===== src/rtl/sstat_pkg.sv =====
// Shared types and constants for the sample statistics block.
// Used by every module under rtl/; depends on nothing.
`timescale 1ns / 1ps
`default_nettype none

package sstat_pkg;

  localparam int SAMPLE_BITS = 20;
  localparam int MAX_SAMPLES = 256;
  localparam int CNT_W       = 9;
  localparam int SUM_W       = 28;
  localparam int SQ_W        = 48;
  localparam int MSQ_W       = 2 * SAMPLE_BITS;
  localparam int MS_W        = SAMPLE_BITS + SUM_W;
  localparam int PM_W        = CNT_W + MSQ_W;
  localparam int VAR_W       = 50;
  localparam int ROOT_W      = VAR_W / 2;

  localparam logic [SAMPLE_BITS-1:0] MIN_INIT = '1;

  typedef struct packed {
    logic [SAMPLE_BITS-1:0] sample;
    logic                   present;
    logic                   last;
  } in_item_t;

  typedef struct packed {
    logic [SAMPLE_BITS-1:0] minimum;
    logic [SAMPLE_BITS-1:0] maximum;
    logic [SUM_W-1:0]       total;
    logic [SAMPLE_BITS-1:0] mean;
    logic [SAMPLE_BITS-1:0] deviation;
    logic [CNT_W-1:0]       entries;
    logic                   empty_set;
    logic                   overflowed;
  } out_item_t;

  typedef struct packed {
    logic accept;
    logic div_start;
    logic div_var;
    logic mean_cap;
    logic mul_mean;
    logic mul_pres;
    logic var_add;
    logic var_sub;
    logic root_start;
    logic load;
  } dp_cmd_t;

  typedef struct packed {
    logic empty;
    logic div_done;
    logic root_done;
  } dp_stat_t;

endpackage

`default_nettype wire


===== src/rtl/sstat_ctrl.sv =====
// Controller: sequences accumulation, the finishing arithmetic and result transfer.
// Depends on sstat_pkg.
`timescale 1ns / 1ps
`default_nettype none

module sstat_ctrl
  import sstat_pkg::*;
(
  input  wire logic     clk,
  input  wire logic     rst_n,
  input  wire logic     in_valid,
  input  wire logic     in_last,
  output logic          in_stall,
  output logic          out_valid,
  input  wire logic     out_stall,
  input  wire dp_stat_t stat,
  output dp_cmd_t       cmd
);

  typedef enum logic [3:0] {
    S_ACC,
    S_SQW,
    S_DIVM,
    S_MUL,
    S_PM,
    S_VADD,
    S_VSUB,
    S_DIVS,
    S_DIVV,
    S_ROOT,
    S_LOAD
  } state_t;

  state_t state_r;
  state_t state_nxt;
  logic   out_valid_r;
  logic   out_valid_nxt;

  always_comb begin
    cmd           = '0;
    state_nxt     = state_r;
    out_valid_nxt = out_valid_r;
    if (out_valid_r && !out_stall) begin
      out_valid_nxt = 1'b0;
    end
    unique case (state_r)
      S_ACC: begin
        cmd.accept = in_valid;
        if (in_valid && in_last) begin
          state_nxt = S_SQW;
        end
      end
      S_SQW: begin
        if (stat.empty) begin
          state_nxt = S_LOAD;
        end else begin
          cmd.div_start = 1'b1;
          state_nxt     = S_DIVM;
        end
      end
      S_DIVM: begin
        if (stat.div_done) begin
          cmd.mean_cap = 1'b1;
          state_nxt    = S_MUL;
        end
      end
      S_MUL: begin
        cmd.mul_mean = 1'b1;
        state_nxt    = S_PM;
      end
      S_PM: begin
        cmd.mul_pres = 1'b1;
        state_nxt    = S_VADD;
      end
      S_VADD: begin
        cmd.var_add = 1'b1;
        state_nxt   = S_VSUB;
      end
      S_VSUB: begin
        cmd.var_sub = 1'b1;
        state_nxt   = S_DIVS;
      end
      S_DIVS: begin
        cmd.div_start = 1'b1;
        cmd.div_var   = 1'b1;
        state_nxt     = S_DIVV;
      end
      S_DIVV: begin
        cmd.div_var = 1'b1;
        if (stat.div_done) begin
          cmd.root_start = 1'b1;
          state_nxt      = S_ROOT;
        end
      end
      S_ROOT: begin
        if (stat.root_done) begin
          state_nxt = S_LOAD;
        end
      end
      S_LOAD: begin
        if (!out_valid_r || !out_stall) begin
          cmd.load      = 1'b1;
          out_valid_nxt = 1'b1;
          state_nxt     = S_ACC;
        end
      end
      default: begin
        state_nxt = S_ACC;
      end
    endcase
  end

  always_ff @(posedge clk) begin
    if (!rst_n) begin
      state_r     <= S_ACC;
      out_valid_r <= 1'b0;
    end else begin
      state_r     <= state_nxt;
      out_valid_r <= out_valid_nxt;
    end
  end

  assign in_stall  = state_r != S_ACC;
  assign out_valid = out_valid_r;

  a_last_stalls: assert property (@(posedge clk) disable iff (!rst_n)
    in_valid && !in_stall && in_last |=> in_stall)
    else $error("input not held off after last transfer");

  a_load_valid: assert property (@(posedge clk) disable iff (!rst_n)
    cmd.load |=> out_valid_r)
    else $error("result loaded without valid");

endmodule

`default_nettype wire


===== config.mk =====
export PLATFORM = sky130hd
export DESIGN_NAME = sstat_ctrl
export DESIGN_NICKNAME = d
export VERILOG_FILES = /design/src/rtl/sstat_pkg.sv /design/src/rtl/sstat_ctrl.sv
export SDC_FILE = /design/constraint.sdc
export NUM_CORES = 1
export LEC_CHECK = 0
export ABC_CLOCK_PERIOD_IN_PS = 1100
export BUFFER_PORTS_ARGS = -buffer_cell sky130_fd_sc_hd__buf_2
export CORE_AREA = 2 2 39 41
export DETAILED_ROUTE_END_ITERATION = 10
export DIE_AREA = 0 0 41 43
export MAX_ROUTING_LAYER = met4
export SYNTH_ARGS = -nofsm -noshare
export SYNTH_HDL_FRONTEND = slang
export SYNTH_SLANG_ARGS = --single-unit

===== constraint.sdc =====
create_clock -name clk -period 1.1 [get_ports clk]
set_input_delay 0.055 -clock clk [delete_from_list [all_inputs] [get_ports clk]]
set_output_delay 0.055 -clock clk [all_outputs]
set_load 0.03 [all_outputs]

After elaboration in Yosys (flattened, before gate mapping)
Index checks and enable logic that the tools add are counted.
{ "totals": {"reg_bits": 5, "in_bits": 8, "out_inout_bits": 12, "elab_cells": 49} }
{ "op_classes": {"n_eq_ne": 15, "mux": 23, "n_reduce_logical": 9} }
{ "op_table": {"columns": ["operator", "n"], "rows": [
  ["$pmux 4 s11", 1],
  ["$mux 4", 6],
  ["$eq 4x3->1 const B", 4],
  ["$mux 1", 15],
  ["$eq 4x4->1 const B", 3],
  ["$ne 2x2->1 const B", 5],
  ["$eq 4x2->1 const B", 2],
  ["$reduce_and 5->1", 1],
  ["$eq 4x1->1 const B", 1],
  ["$logic_not 4->1", 1],
  ["$reduce_bool 4->1", 1],
  ["$logic_and 1x1->1", 2],
  ["$logic_not 1->1", 2],
  ["$pmux 1 s2", 1],
  ["$reduce_or 2->1", 1],
  ["$logic_or 1x1->1", 1]
]} }

Longest topological paths before layout
{ "logic_depth": {"depth_word": 5, "mapped_depth": 5, "mapped_depth_nobuf": 4} }

Least setup slack after synthesis
Ideal clock, no wire load.
{ "synth_path": {"kind": "reg2out", "start": "register state_r[1]", "end": "output port cmd[8] in the netlist's numbering", "t_arrival_ns": 1.433, "t_required_ns": 1.045, "setup_slack_ns": -0.388, "stages_incl_launch_ff": 5, "path_buffers": 1, "path_cell_list": "dfxtp_1 -> buf_6 -> nor3_1 -> a21oi_1 -> nor3b_1"} }
{ "synth_lines": {"columns": ["item", "line", "rtl"], "rows": [
  ["from (decl)", "sstat_ctrl.sv:34", "state_t state_r;"],
  ["from (signal assigned)", "sstat_ctrl.sv:118", "state_r <= state_nxt;"],
  ["to (decl)", "sstat_ctrl.sv:17", "output dp_cmd_t cmd"]
]} }

==> flow_summary.ini <==
[finish]
nets = 119
fin_util = 0.769
fin_cells = 126
area_growth_pct = 137
nFillCells = 93
antenna_cells = 0
drive_gt1_frac = 0.791

[clocking]
cts_root_buf = clkbuf_4
path_clk_slew_ns = 0.05
cts_tree = done
clkLatencyLatePin_ns = 0.25
clock_sinks = 5
htreeDepth = 1
clock_path_buffers = 2
cts_made_buffers = 3

[critical_path]
start_kind = flip-flop
endpoint = cmd[0]
r2r-end = state_r[1]$_SDFFE_PN0P_
critical_path_class = reg2out
crit_start = state_r[1]$_SDFFE_PN0P_
crit_path_end_kind = primary output
r2r_cells = 6
rrSetupSlack_ns = -0.22
worstPathMaxFanout = 5
critPathRequiredTime_ns = 1.04
reg2reg_from = state_r[1]$_SDFFE_PN0P_
critPathArrivalTime_ns = 1.34

[floorplan]
fp.dieW_um = 41
die-area_mm2 = 0.00176
rows = 14
die_h_um = 43
initial_core_util = 0.325
pin_count = 20
coreArea_mm2 = 0.00138

[yosys]
synth_seq_area_share = 0.223
synth_seq_cells = 5
synth_edf_count = 0
synth-warning-count = 0
synth_ff_type = dfxtp_1
avgSynthCellArea_um2 = 7.88
ys_types = 28
syn_area_um2 = 449
async_flop_share = 0
syn_nets = 65
synthCells = 57

[placement]
port_buffers = 19
hpwlAfterDp_um = 991
gp_congestion = 0.827
dp_cells = 107

[timing]
final.setup_skew_ns = 0.00497
setup_viol = 14
fin_ws_ns = -0.300
report.final.slew_viol_count = 0
fmax_ghz = 0.714
relSlewSlack = 0.845
tightestPinTransition_ns = 0.232
hold_viol = 0
post-route-period-util = 1.27
hold_slack_ns = 0.0909
rsz0062_at_grt = true
period_minus_slack_ns = 1.40

[routing]
highest_layer = met4
ant_nets = 0
route.detailed.drc = 0
viasPerCell = 5.20
dr.pass1.iters = 4
vias = 655
drt-total-wl_um = 1850
avgRoutedWirePerCell_um = 14.7
drtIter0Drc = 11
wl_met1_um = 756
met3_wirelength_um = 47
wl_met2_um = 1000

[power_and_ir_drop]
p_leak_uw = 0.000498
ir_drop_mv = 1.23
powerDensity_mw_per_mm2 = 2580

[grt]
antenna_found_initial = 0
grt_pass1_vias = 641
grt_max_degree = 9
grt.total_usage = 0.246
grt_overflow = 0
grt_pass1_wl_um = 2860

[run_status]
failed_checks = negative setup slack
outcome = complete, but fails checks

[hold_path]
holdCritPathClass = in2reg

[flow_run]
maxCapViolCount = 0
synthesized netlist by cell type (2+ instances only):
library cell / count / area [µm²]
nor3_1: 7 / 35.0
a21oi_1: 6 / 30.0
dfxtp_1: 5 / 100
nand2_1: 5 / 18.8
nand2b_1: 3 / 18.8
a22oi_2: 2 / 25.0
buf_2: 2 / 10.0
buf_6: 2 / 22.5
inv_1: 2 / 7.51
nand4_1: 2 / 12.5
nor2_1: 2 / 7.51
nor3b_1: 2 / 15.0
xor2_1: 2 / 17.5
cells by family (layout without fill, tap and decap cells):
kind of cell / Yosys count / count (layout) / synth area share
flip-flops: 5 / 5 / 0.223
XOR/XNOR: 2 / 2 / 0.0390
AO/OA/AOI/OAI: 15 / 15 / 0.267
buffers and inverters: 7 / 60 / 0.0975
AND/OR/NAND/NOR: 28 / 28 / 0.373
worst min path at each step:
stage / start / end / cells after the start
finish: rst_n / state_r[0]$_SDFFE_PN0P_ / 3
global route: rst_n / state_r[0]$_SDFFE_PN0P_ / 3
CTS: rst_n / state_r[0]$_SDFFE_PN0P_ / 3
detailed placement: rst_n / state_r[0]$_SDFFE_PN0P_ / 3
global placement: rst_n / state_r[0]$_SDFFE_PN0P_ / 3
floorplan: rst_n / state_r[0]$_SDFFE_PN0P_ / 2
state kept, by name (all words and copies together), names as in the netlist:
name	count
out_valid	1
state_r	4
metrics by stage:
step / total power [µW] / setup WS [ns] / cell area, µm² / setup TNS [ns]
CTS: 2520 / -0.277 / 995 / -2.71
global placement: 1700 / -0.156 / 731 / -0.912
global route: 2900 / -0.345 / 1060 / -3.72
finish: 2740 / -0.300 / 1060 / -2.95
detailed placement: 1720 / -0.198 / 731 / -1.06
floorplan: 1280 / -0.108 / 518 / -0.406
power by group:
group          switching [µW]  internal (µW)  total (µW)
logic                     977           1150        2130
registers                 126            263         389
clock network            87.8            138         226
worst max-delay path: stages, from the launching register on:
cell and delay [ns]:
dfxtp_4 0.39, buf_6 0.14, nand4bb_1 0.14, buf_4 0.17
a21oi_2 0.11, buf_6 0.14
cell type report:
| cell class | count | area (µm²) | area share |
|---|---|---|---|
| inverters | 3 | 12.5 | 0.0118 |
| repair buffers | 53 | 453 | 0.425 |
| clock buffers | 4 | 26.3 | 0.0247 |
| well taps | 16 | 20.0 | 0.0188 |
| flip-flops and latches | 5 | 115 | 0.108 |
| multi-input cells | 45 | 438 | 0.411 |
per-layer routing:
metal | up-vias | GRT usage
met5 | - | -
met4 | 0 | 0.120
met3 | 5 | 0.0314
met2 | 21 | 0.381
met1 | 314 | 0.301
li1 | 315 | -
what timing repair did:
action,4_1_cts,5_1_grt
hold buffers,0,0
gates resized for setup,49,7
setup buffers,10,5
setup endpoints to repair,15,14
pin swaps,8,6
cell usage in the layout, fill, tap and decap left out, types with 2 or more instances in the layout:
cell      instances
clkbuf_4          3
xor2_1            2
nand2_1           3
o21ai_2           2
buf_4            26
buf_2             8
buf_6            18
a21oi_1           4
nand4_1           2
a22oi_2           2
a21oi_2           2
dfxtp_4           4
nor3_2            2
nand2b_4          2
nor2_4            2
nor3b_2           2
nor3_4            4
No activity file was read; power rests on OpenSTA's default activity.
