$ cat src/rtl/sstat_pkg.sv
// Shared types and constants for the sample statistics block.
// Used by every module under rtl/; depends on nothing.
`timescale 1ns / 1ps
`default_nettype none

package sstat_pkg;

  localparam int SAMPLE_BITS = 20;
  localparam int MAX_SAMPLES = 256;
  localparam int CNT_W       = 9;
  localparam int SUM_W       = 28;
  localparam int SQ_W        = 48;
  localparam int MSQ_W       = 2 * SAMPLE_BITS;
  localparam int MS_W        = SAMPLE_BITS + SUM_W;
  localparam int PM_W        = CNT_W + MSQ_W;
  localparam int VAR_W       = 50;
  localparam int ROOT_W      = VAR_W / 2;

  localparam logic [SAMPLE_BITS-1:0] MIN_INIT = '1;

  typedef struct packed {
    logic [SAMPLE_BITS-1:0] sample;
    logic                   present;
    logic                   last;
  } in_item_t;

  typedef struct packed {
    logic [SAMPLE_BITS-1:0] minimum;
    logic [SAMPLE_BITS-1:0] maximum;
    logic [SUM_W-1:0]       total;
    logic [SAMPLE_BITS-1:0] mean;
    logic [SAMPLE_BITS-1:0] deviation;
    logic [CNT_W-1:0]       entries;
    logic                   empty_set;
    logic                   overflowed;
  } out_item_t;

  typedef struct packed {
    logic accept;
    logic div_start;
    logic div_var;
    logic mean_cap;
    logic mul_mean;
    logic mul_pres;
    logic var_add;
    logic var_sub;
    logic root_start;
    logic load;
  } dp_cmd_t;

  typedef struct packed {
    logic empty;
    logic div_done;
    logic root_done;
  } dp_stat_t;

endpackage

`default_nettype wire

$ cat src/rtl/sstat_div.sv
// Iterative restoring divider, one quotient bit per cycle.
// Depends on sstat_pkg.
`timescale 1ns / 1ps
`default_nettype none

module sstat_div
  import sstat_pkg::*;
(
  input  wire logic             clk,
  input  wire logic             rst_n,
  input  wire logic             start,
  input  wire logic [VAR_W-1:0] dividend,
  input  wire logic [CNT_W-1:0] divisor,
  output logic      [VAR_W-1:0] quotient,
  output logic                  done
);

  localparam int STEP_W = $clog2(VAR_W);

  logic              busy_r;
  logic              done_r;
  logic [STEP_W-1:0] cnt_r;
  logic [VAR_W-1:0]  quo_r;
  logic [CNT_W-1:0]  rem_r;
  logic [CNT_W-1:0]  dsr_r;

  logic [CNT_W:0]    rem_sh;
  logic [CNT_W:0]    rem_diff;
  logic              fits;

  assign rem_sh   = {rem_r, quo_r[VAR_W-1]};
  assign fits     = rem_sh >= {1'b0, dsr_r};
  assign rem_diff = fits ? (rem_sh - {1'b0, dsr_r}) : rem_sh;

  always_ff @(posedge clk) begin
    if (!rst_n) begin
      busy_r <= 1'b0;
      done_r <= 1'b0;
      cnt_r  <= '0;
    end else begin
      done_r <= 1'b0;
      if (start) begin
        busy_r <= 1'b1;
        cnt_r  <= '0;
      end else if (busy_r) begin
        cnt_r <= cnt_r + 1'b1;
        if (cnt_r == STEP_W'(VAR_W - 1)) begin
          busy_r <= 1'b0;
          done_r <= 1'b1;
        end
      end
    end
  end

  always_ff @(posedge clk) begin
    if (start) begin
      quo_r <= dividend;
      rem_r <= '0;
      dsr_r <= divisor;
    end else if (busy_r) begin
      quo_r <= {quo_r[VAR_W-2:0], fits};
      rem_r <= rem_diff[CNT_W-1:0];
    end
  end

  assign quotient = quo_r;
  assign done     = done_r;

  a_start_busy: assert property (@(posedge clk) disable iff (!rst_n)
    start |=> busy_r)
    else $error("divider not busy after start");

endmodule

`default_nettype wire

$ cat src/rtl/sstat_sqrt.sv
// Iterative floor square root, one root bit per cycle.
// Depends on sstat_pkg.
`timescale 1ns / 1ps
`default_nettype none

module sstat_sqrt
  import sstat_pkg::*;
(
  input  wire logic              clk,
  input  wire logic              rst_n,
  input  wire logic              start,
  input  wire logic [VAR_W-1:0]  radicand,
  output logic      [ROOT_W-1:0] root,
  output logic                   done
);

  localparam int STEP_W = $clog2(ROOT_W);
  localparam int RW     = ROOT_W + 2;

  logic              busy_r;
  logic              done_r;
  logic [STEP_W-1:0] cnt_r;
  logic [VAR_W-1:0]  rad_r;
  logic [RW-1:0]     rem_r;
  logic [ROOT_W-1:0] root_r;

  logic [RW-1:0]     rem_sh;
  logic [RW-1:0]     trial;
  logic              fits;

  assign rem_sh = {rem_r[RW-3:0], rad_r[VAR_W-1 -: 2]};
  assign trial  = {root_r, 2'b01};
  assign fits   = rem_sh >= trial;

  always_ff @(posedge clk) begin
    if (!rst_n) begin
      busy_r <= 1'b0;
      done_r <= 1'b0;
      cnt_r  <= '0;
    end else begin
      done_r <= 1'b0;
      if (start) begin
        busy_r <= 1'b1;
        cnt_r  <= '0;
      end else if (busy_r) begin
        cnt_r <= cnt_r + 1'b1;
        if (cnt_r == STEP_W'(ROOT_W - 1)) begin
          busy_r <= 1'b0;
          done_r <= 1'b1;
        end
      end
    end
  end

  always_ff @(posedge clk) begin
    if (start) begin
      rad_r  <= radicand;
      rem_r  <= '0;
      root_r <= '0;
    end else if (busy_r) begin
      rad_r  <= {rad_r[VAR_W-3:0], 2'b00};
      rem_r  <= fits ? (rem_sh - trial) : rem_sh;
      root_r <= {root_r[ROOT_W-2:0], fits};
    end
  end

  assign root = root_r;
  assign done = done_r;

  a_done_pulse: assert property (@(posedge clk) disable iff (!rst_n)
    done_r |=> !done_r)
    else $error("root done held longer than one cycle");

endmodule

`default_nettype wire

$ cat src/rtl/sstat_dp.sv
// Datapath: running accumulators, variance terms and the result register.
// Depends on sstat_pkg, sstat_div and sstat_sqrt.
`timescale 1ns / 1ps
`default_nettype none

module sstat_dp
  import sstat_pkg::*;
(
  input  wire logic      clk,
  input  wire logic      rst_n,
  input  wire in_item_t  in_data,
  input  wire dp_cmd_t   cmd,
  output dp_stat_t       stat,
  output out_item_t      out_data
);

  logic [SAMPLE_BITS-1:0] min_r;
  logic [SAMPLE_BITS-1:0] max_r;
  logic [SUM_W-1:0]       sum_r;
  logic [SQ_W-1:0]        sumsq_r;
  logic [SQ_W-1:0]        sq_r;
  logic [CNT_W-1:0]       entry_count_r;
  logic [CNT_W-1:0]       present_count_r;
  logic                   dropped_r;

  logic [SAMPLE_BITS-1:0] mean_r;
  logic [MSQ_W-1:0]       msq_r;
  logic [MS_W-1:0]        ms_r;
  logic [PM_W-1:0]        pm_r;
  logic [VAR_W-1:0]       v_r;
  out_item_t              out_r;

  logic                   upd;
  logic                   add_pres;
  logic [MSQ_W-1:0]       smp_ext;
  logic [MSQ_W-1:0]       sq_full;
  logic [VAR_W-1:0]       div_a;
  logic [VAR_W-1:0]       div_q;
  logic [ROOT_W-1:0]      root;
  logic                   empty;

  assign upd      = cmd.accept && (entry_count_r < CNT_W'(MAX_SAMPLES));
  assign add_pres = upd && in_data.present;
  assign smp_ext  = MSQ_W'(in_data.sample);
  assign sq_full  = smp_ext * smp_ext;
  assign empty    = present_count_r == '0;

  always_ff @(posedge clk) begin
    if (!rst_n || cmd.load) begin
      min_r           <= MIN_INIT;
      max_r           <= '0;
      sum_r           <= '0;
      sumsq_r         <= '0;
      sq_r            <= '0;
      entry_count_r   <= '0;
      present_count_r <= '0;
      dropped_r       <= 1'b0;
    end else begin
      sq_r    <= add_pres ? SQ_W'(sq_full) : '0;
      sumsq_r <= sumsq_r + sq_r;
      if (upd) begin
        entry_count_r <= entry_count_r + 1'b1;
      end
      if (add_pres) begin
        present_count_r <= present_count_r + 1'b1;
        sum_r           <= sum_r + SUM_W'(in_data.sample);
        if (in_data.sample < min_r) begin
          min_r <= in_data.sample;
        end
        if (in_data.sample > max_r) begin
          max_r <= in_data.sample;
        end
      end
      if (cmd.accept && !upd) begin
        dropped_r <= 1'b1;
      end
    end
  end

  always_ff @(posedge clk) begin
    if (cmd.mean_cap) begin
      mean_r <= div_q[SAMPLE_BITS-1:0];
    end
    if (cmd.mul_mean) begin
      msq_r <= mean_r * mean_r;
      ms_r  <= mean_r * sum_r;
    end
    if (cmd.mul_pres) begin
      pm_r <= present_count_r * msq_r;
    end
    if (cmd.var_add) begin
      v_r <= VAR_W'(sumsq_r) + VAR_W'(pm_r);
    end else if (cmd.var_sub) begin
      v_r <= v_r - VAR_W'({ms_r, 1'b0});
    end
    if (cmd.load) begin
      out_r.minimum    <= min_r;
      out_r.maximum    <= max_r;
      out_r.total      <= sum_r;
      out_r.mean       <= empty ? '0 : mean_r;
      out_r.deviation  <= empty ? '0 : root[SAMPLE_BITS-1:0];
      out_r.entries    <= entry_count_r;
      out_r.empty_set  <= empty;
      out_r.overflowed <= dropped_r;
    end
  end

  assign div_a = cmd.div_var ? v_r : VAR_W'(sum_r);

  sstat_div u_div (
    .clk      (clk),
    .rst_n    (rst_n),
    .start    (cmd.div_start),
    .dividend (div_a),
    .divisor  (entry_count_r),
    .quotient (div_q),
    .done     (stat.div_done)
  );

  sstat_sqrt u_sqrt (
    .clk      (clk),
    .rst_n    (rst_n),
    .start    (cmd.root_start),
    .radicand (div_q),
    .root     (root),
    .done     (stat.root_done)
  );

  assign stat.empty = empty;
  assign out_data   = out_r;

  a_count_limit: assert property (@(posedge clk) disable iff (!rst_n)
    entry_count_r <= CNT_W'(MAX_SAMPLES))
    else $error("entry count beyond limit");

  a_present_le_entries: assert property (@(posedge clk) disable iff (!rst_n)
    present_count_r <= entry_count_r)
    else $error("present count exceeds entry count");

endmodule

`default_nettype wire

$ cat config.mk
export PLATFORM = sky130hd
export DESIGN_NAME = sstat_dp
export DESIGN_NICKNAME = d
export VERILOG_FILES = /design/src/rtl/sstat_pkg.sv /design/src/rtl/sstat_div.sv /design/src/rtl/sstat_sqrt.sv /design/src/rtl/sstat_dp.sv
export SDC_FILE = /design/constraint.sdc
export NUM_CORES = 2
export LEC_CHECK = 0
export BUFFER_PORTS_ARGS = -buffer_cell sky130_fd_sc_hd__buf_2
export CORE_ASPECT_RATIO = 1.1
export CORE_MARGIN = 2
export CORE_UTILIZATION = 50
export CTS_CLUSTER_DIAMETER = 80
export CTS_CLUSTER_SIZE = 20
export DETAILED_ROUTE_END_ITERATION = 10
export GPL_ROUTABILITY_DRIVEN = 0
export PLACE_DENSITY = 0.74
export SLEW_MARGIN = 20
export SYNTH_ARGS = -nofsm -noshare
export SYNTH_HDL_FRONTEND = slang
export SYNTH_SLANG_ARGS = --single-unit
$ cat constraint.sdc
create_clock -name clk -period 18.7 [get_ports clk]
set_clock_uncertainty 0.2 [all_clocks]
set_input_delay 3.74 -clock clk [delete_from_list [all_inputs] [get_ports clk]]
set_output_delay 3.74 -clock clk [all_outputs]
set_load 0.05 [all_outputs]
# After elaboration in Yosys (flattened, before gate mapping)
# Cells that the tools add are included.
word_totals:
  ff_bits: 692
  word_cells: 93
  input_bits: 34
classes:
  mux: 17
  bitwise: 4
  eq_ne: 2
  addsub: 10
  n_mul: 4
  n_lt_le_gt_ge: 5
  n_reduce_logical: 17
ops:
  columns: ["op", "count"]
  rows:
  - ["$mux W50", 7]
  - ["$mul A20 B20 Y40", 2]
  - ["$add A48 B49 Y50", 1]
  - ["$sub A50 B49 Y50", 1]
  - ["$mul A9 B40 Y49", 1]
  - ["$add A48 B48 Y48", 1]
  - ["$mul A20 B28 Y48", 1]
  - ["$add A28 B20 Y28", 1]
  - ["$ge A27 B27 Y1", 1]
  - ["$mux W25", 1]
  - ["$sub A25 B25 Y25", 1]
  - ["$gt A20 B20 Y1", 1]
  - ["$lt A20 B20 Y1", 1]
  - ["$add A9 B1 Y9 const B", 2]
  - ["$ge A10 B9 Y1", 1]
  - ["$logic_not A9 Y1", 1]
  - ["$lt A9 B9 Y1 const B", 1]
  - ["$mux W9", 1]
  - ["$sub A9 B9 Y9", 1]
  - ["$mux W1", 8]
  - ["$add A6 B1 Y6 const B", 1]
  - ["$eq A6 B6 Y1 const B", 1]
  - ["$reduce_bool A2 Y1", 3]
  - ["$reduce_or A2 Y1", 3]
  - ["8 further kinds", 16]

# Longest topological paths before layout
depth:
  ltp_word: 5
  depth_mapped: 28

# Cells and area by module
# From an unflattened synthesis, not the netlist that was laid out.
unflattened:
  cells_unflattened: 9278
  hier_area_um2: 87457.6
by_module_without_submodules:
  columns: ["mod", "cells_each", "n_inst", "area_each_um2"]
  rows:
  - ["sstat_dp", 8462, 1, 78034.8]
  - ["sstat_sqrt", 561, 1, 5840.6]
  - ["sstat_div", 255, 1, 3582.2]

# Worst setup path after synthesis
# No wires, ideal clock.
synth_timing:
  kind: "input port to flip-flop"
  from: "input port in_data[6] in the netlist's numbering"
  to: "register sq_r[39]"
  n_path_buf: 3
  setup_ps: 123
  arrival_time_ps: 10265
  required_time_ps: 18377
  stages: 27
  setup_slack_ps: 8112
  cell_sequence: "clkbuf_1 clkbuf_1 nand2_1 fa_1 inv_1 fa_1 inv_1 fa_1 inv_1 fa_1 inv_1 fa_1 inv_1 fa_1 fa_1 ha_1 clkbuf_1 o2111ai_1 a31oi_1 o21ai_1 a31oi_1 o21a_1 a31oi_1 or2_1 a21oi_1 o22ai_1 mux2_1"
synth_via:
  elab_chain_cells: 1
synth_lines:
  columns: ["element", "line", "rtl"]
  rows:
  - ["from (decl)", "sstat_dp.sv:11", "input wire in_item_t in_data,"]
  - ["$mul A20 B20 Y40", "sstat_dp.sv:45", "assign sq_full = smp_ext * smp_ext;"]
  - ["to (signal assigned)", "sstat_dp.sv:59", "sq_r <= add_pres ? SQ_W'(sq_full) : '0;"]
  - ["to (decl)", "sstat_dp.sv:21", "logic [SQ_W-1:0] sq_r;"]
# No other way between the ends.
# A chain may end at the register's enable or synchronous reset.

# Worst setup path in the final report
layout_timing:
  from: "input port in_data[9] in the netlist's numbering"
  to: "register sq_r[39]"
# Same word-level chain as after synthesis.

==> impl_results.md <==
- Die X: 400.7 um
- GRT Util Overall: 24.69%
- Post-layout util: 52.84%
- Crit path max fanout: 25
- Post-Synthesis Cells: 9255
- Total Neg Setup Slack: 0 ns
- DRC errors left: 0
- Path type of the worst setup path: in2reg
- Distinct cells, synth: 95
- Via-to-Cell Ratio: 5.570
- Die area: 0.1765 mm^2
- Yosys synthesis warning count: 0
- Startpoint types: primary input
- Peak supply drop: 0.5228 mV
- Final slew viol count: 0
- Most common cell after layout, fill and taps aside: inv_1
- Top_reg_cell synth: edfxtp_1
- Clock transition at the registers of the reported paths: 0.09 ns
- Worst skew pair latency: 0.71 ns
- Detailed Routing Iterations Pass 1: 6
- Seq/Total Area, Yosys: 20.79%
- Die extent in y: 440.4 um
- CTS max path bufs: 3
- Most frequent cells in the layout: inv_1, fa_1, nand2_1, ha_1, and2_1
- Layout cell share with drive strength beyond 1: 4.463%
- CP Capture Type: flop
- Critical Path AT: 10.93 ns
- Antenna-violating nets left: 0
- H-tree levels: 2
- Gr ovfl total: 0
- Tmin final: 10.54 ns
- Cells resized by post-CTS repair: 0
- Yosys reg bits: 682
- Pwr/cell area: 180.7 mW/mm^2
- Slowest-stage cell, CP: buf_2
- Wire per inst: 18.85 um
- Slew HR: 24.53%
- Final hold violation count: 0
- Clock Sinks: 682
- CTS Root Cell: clkbuf_16
- IO Count: 156
- First-pass GRT wire length: 348.8 mm
- CTS tree: built
- Min-Delay Path Class: reg2reg
- Initial antenna violation count: 8
- Detailed Route Iter0 Violations: 4503
- EDFF count, synth: 434
- Worst-Margin Slew: 1.132 ns
- Core footprint: 0.1724 mm^2
- CP dominant cell by count: fa_1
- Final wirelength: 215.5 mm
- Pleak: 44.21 nW
- Tightest hold margin: 0.2343 ns
- Via count: 63690
- CTS Buf Count: 53
- HPWL Detailed: 166.3 mm
- Num rows: 160
- Port Buffers: 154
- Achievable Freq: 94.92 MHz
- Period utilization: 56.34%
- Area Growth Syn to Fin: 5.209%
- Critical Path Max Stage Delay: 0.61 ns
- Cell Area, Synth: 0.08656 mm^2
- Number of global-route vias before repair: 67140
- Post-Syn Area per Cell: 9.353 um^2
- Status: completed
- Postcts setup bufs: 0
- Hold buffers post-CTS: 0
- Final setup violation count: 0
- Initial core utilization: 50.22%
- Ys async rst share: 0%
- Unrepaired setup endpoints after global routing: false
- Final #Nets: 11210
- Req. time, crit path: 19.10 ns
- Max-cap violation count: 0
- Pin count of the biggest net entering global routing: 95
## path summary, 6_finish.rpt
| path | start | end | slack (ns) | cells past startpoint |
|---|---|---|---|---|
| setup / recovery | in_data[9] | sq_r[39] | 8.16 | 26 |
| hold / removal | min_r[15] | out_data[114] | 0.23 | 0 |
| setup reg to reg | sum_r[17] | ms_r[47] | 10.06 | 24 |
| hold reg to reg | min_r[15] | out_data[114] | 0.23 | 0 |
## power by group
group | switching, mW | internal [mW]
clock network | 0.651 | 0.581
logic | 7.42 | 5.35
registers | 0.240 | 2.21
total | 8.31 | 8.14
## final cells by class
| type | instances | area (um^2) |
|---|---|---|
| Inverter | 1752 | 6576 |
| Multi-Input combinational cell | 6389 | 60370 |
| Antenna cell | 2 | 5.005 |
| Sequential cell | 682 | 18000 |
| Clock inverter | 26 | 374.1 |
| Tap cell | 2268 | 2838 |
| Clock buffer | 74 | 1448 |
| Timing Repair Buffer | 241 | 1460 |
| Fill cell | 15130 | 81290 |
## registers in the layout, summed over array words and instances, names as in the netlist, 20 cells and up
signal and count:
ms_r 48, u_sqrt.rad_r 50, mean_r 20, u_div.quotient 50, out_data 119, msq_r 39
u_sqrt.root 25, sq_r 39, v_r 50, u_sqrt.rem_r 25, max_r 20, sumsq_r 48
min_r 20, sum_r 28, pm_r 49
## worst max-delay path: cells and delay by family
kind	cells	cell delay [ns]
fa+ha+maj	8	3.94
buf+inv	7	0.95
compound gates	7	1.27
simple gates	3	0.71
mux	1	0.32
## cell usage after synthesis, drive strengths merged, types with 31 or more instances
library cell  instances  area [um^2]
ha                  764         9559
nand3               100        500.5
o21a                 49        367.9
clkbuf              371         1393
and2                569         3560
o21ai               243         1224
nor2                463         1740
a211oi               59        442.9
a31oi                45        302.8
dfxtp               248         4965
nor2b                54        337.8
nand2              1028         3859
xor2                156         1366
fa                 1291        25840
a21oi               431         2161
xnor2               199         1743
a21o                203         1526
edfxtp              434        13030
and3                 48        300.3
o211ai               44        330.3
o21bai               38        285.3
inv                1751         6573
mux2i                76        760.7
nand4                53        331.6
mux2                 53        596.8
buf                  62        250.2
nand2b               51        319.1
o31ai                31        232.7
nor3                 55        280.3
## layer usage
metal	part of all wire [%]	track usage [%]	routed length, um	up-vias
met4	4.5	10.22	9615	2
li1	-	-	-	29110
met3	6.7	3.665	14440	502
met1	40	30.57	86620	31890
met5	0.0056	0	12	-
met2	49	43.18	104800	2181
## metrics by stage
step | std cells | area [um^2] | setup WS [ns] | power, mW
6_report | 11430 | 91070 | 8.164 | 16.46
5_1_grt | 11430 | 91070 | 7.825 | 18.26
4_1_cts | 11430 | 91050 | 8.275 | 16.39
3_5_place_dp | 11330 | 89230 | 7.522 | 15.02
3_3_place_gp | 11330 | 89200 | 7.612 | 14.79
2_1_floorplan | 9256 | 86570 | 8.112 | 12.24
## kinds of logic (layout without fill, tap and decap cells)
| logic type | after synthesis | in the layout | synth area share, % |
|---|---|---|---|
| AND/OR/NAND/NOR | 2517 | 2517 | 13.78 |
| buffers and inverters | 2185 | 2093 | 9.495 |
| other | 2 | 5 | 0.008676 |
| adder cells (fa/ha/maj) | 2055 | 2055 | 40.90 |
| XOR/XNOR | 355 | 355 | 3.592 |
| flip-flops | 682 | 682 | 20.79 |
| AO/OA/AOI/OAI | 1330 | 1330 | 9.864 |
| multiplexers | 129 | 129 | 1.568 |
(Power assumes the default switching activity.)
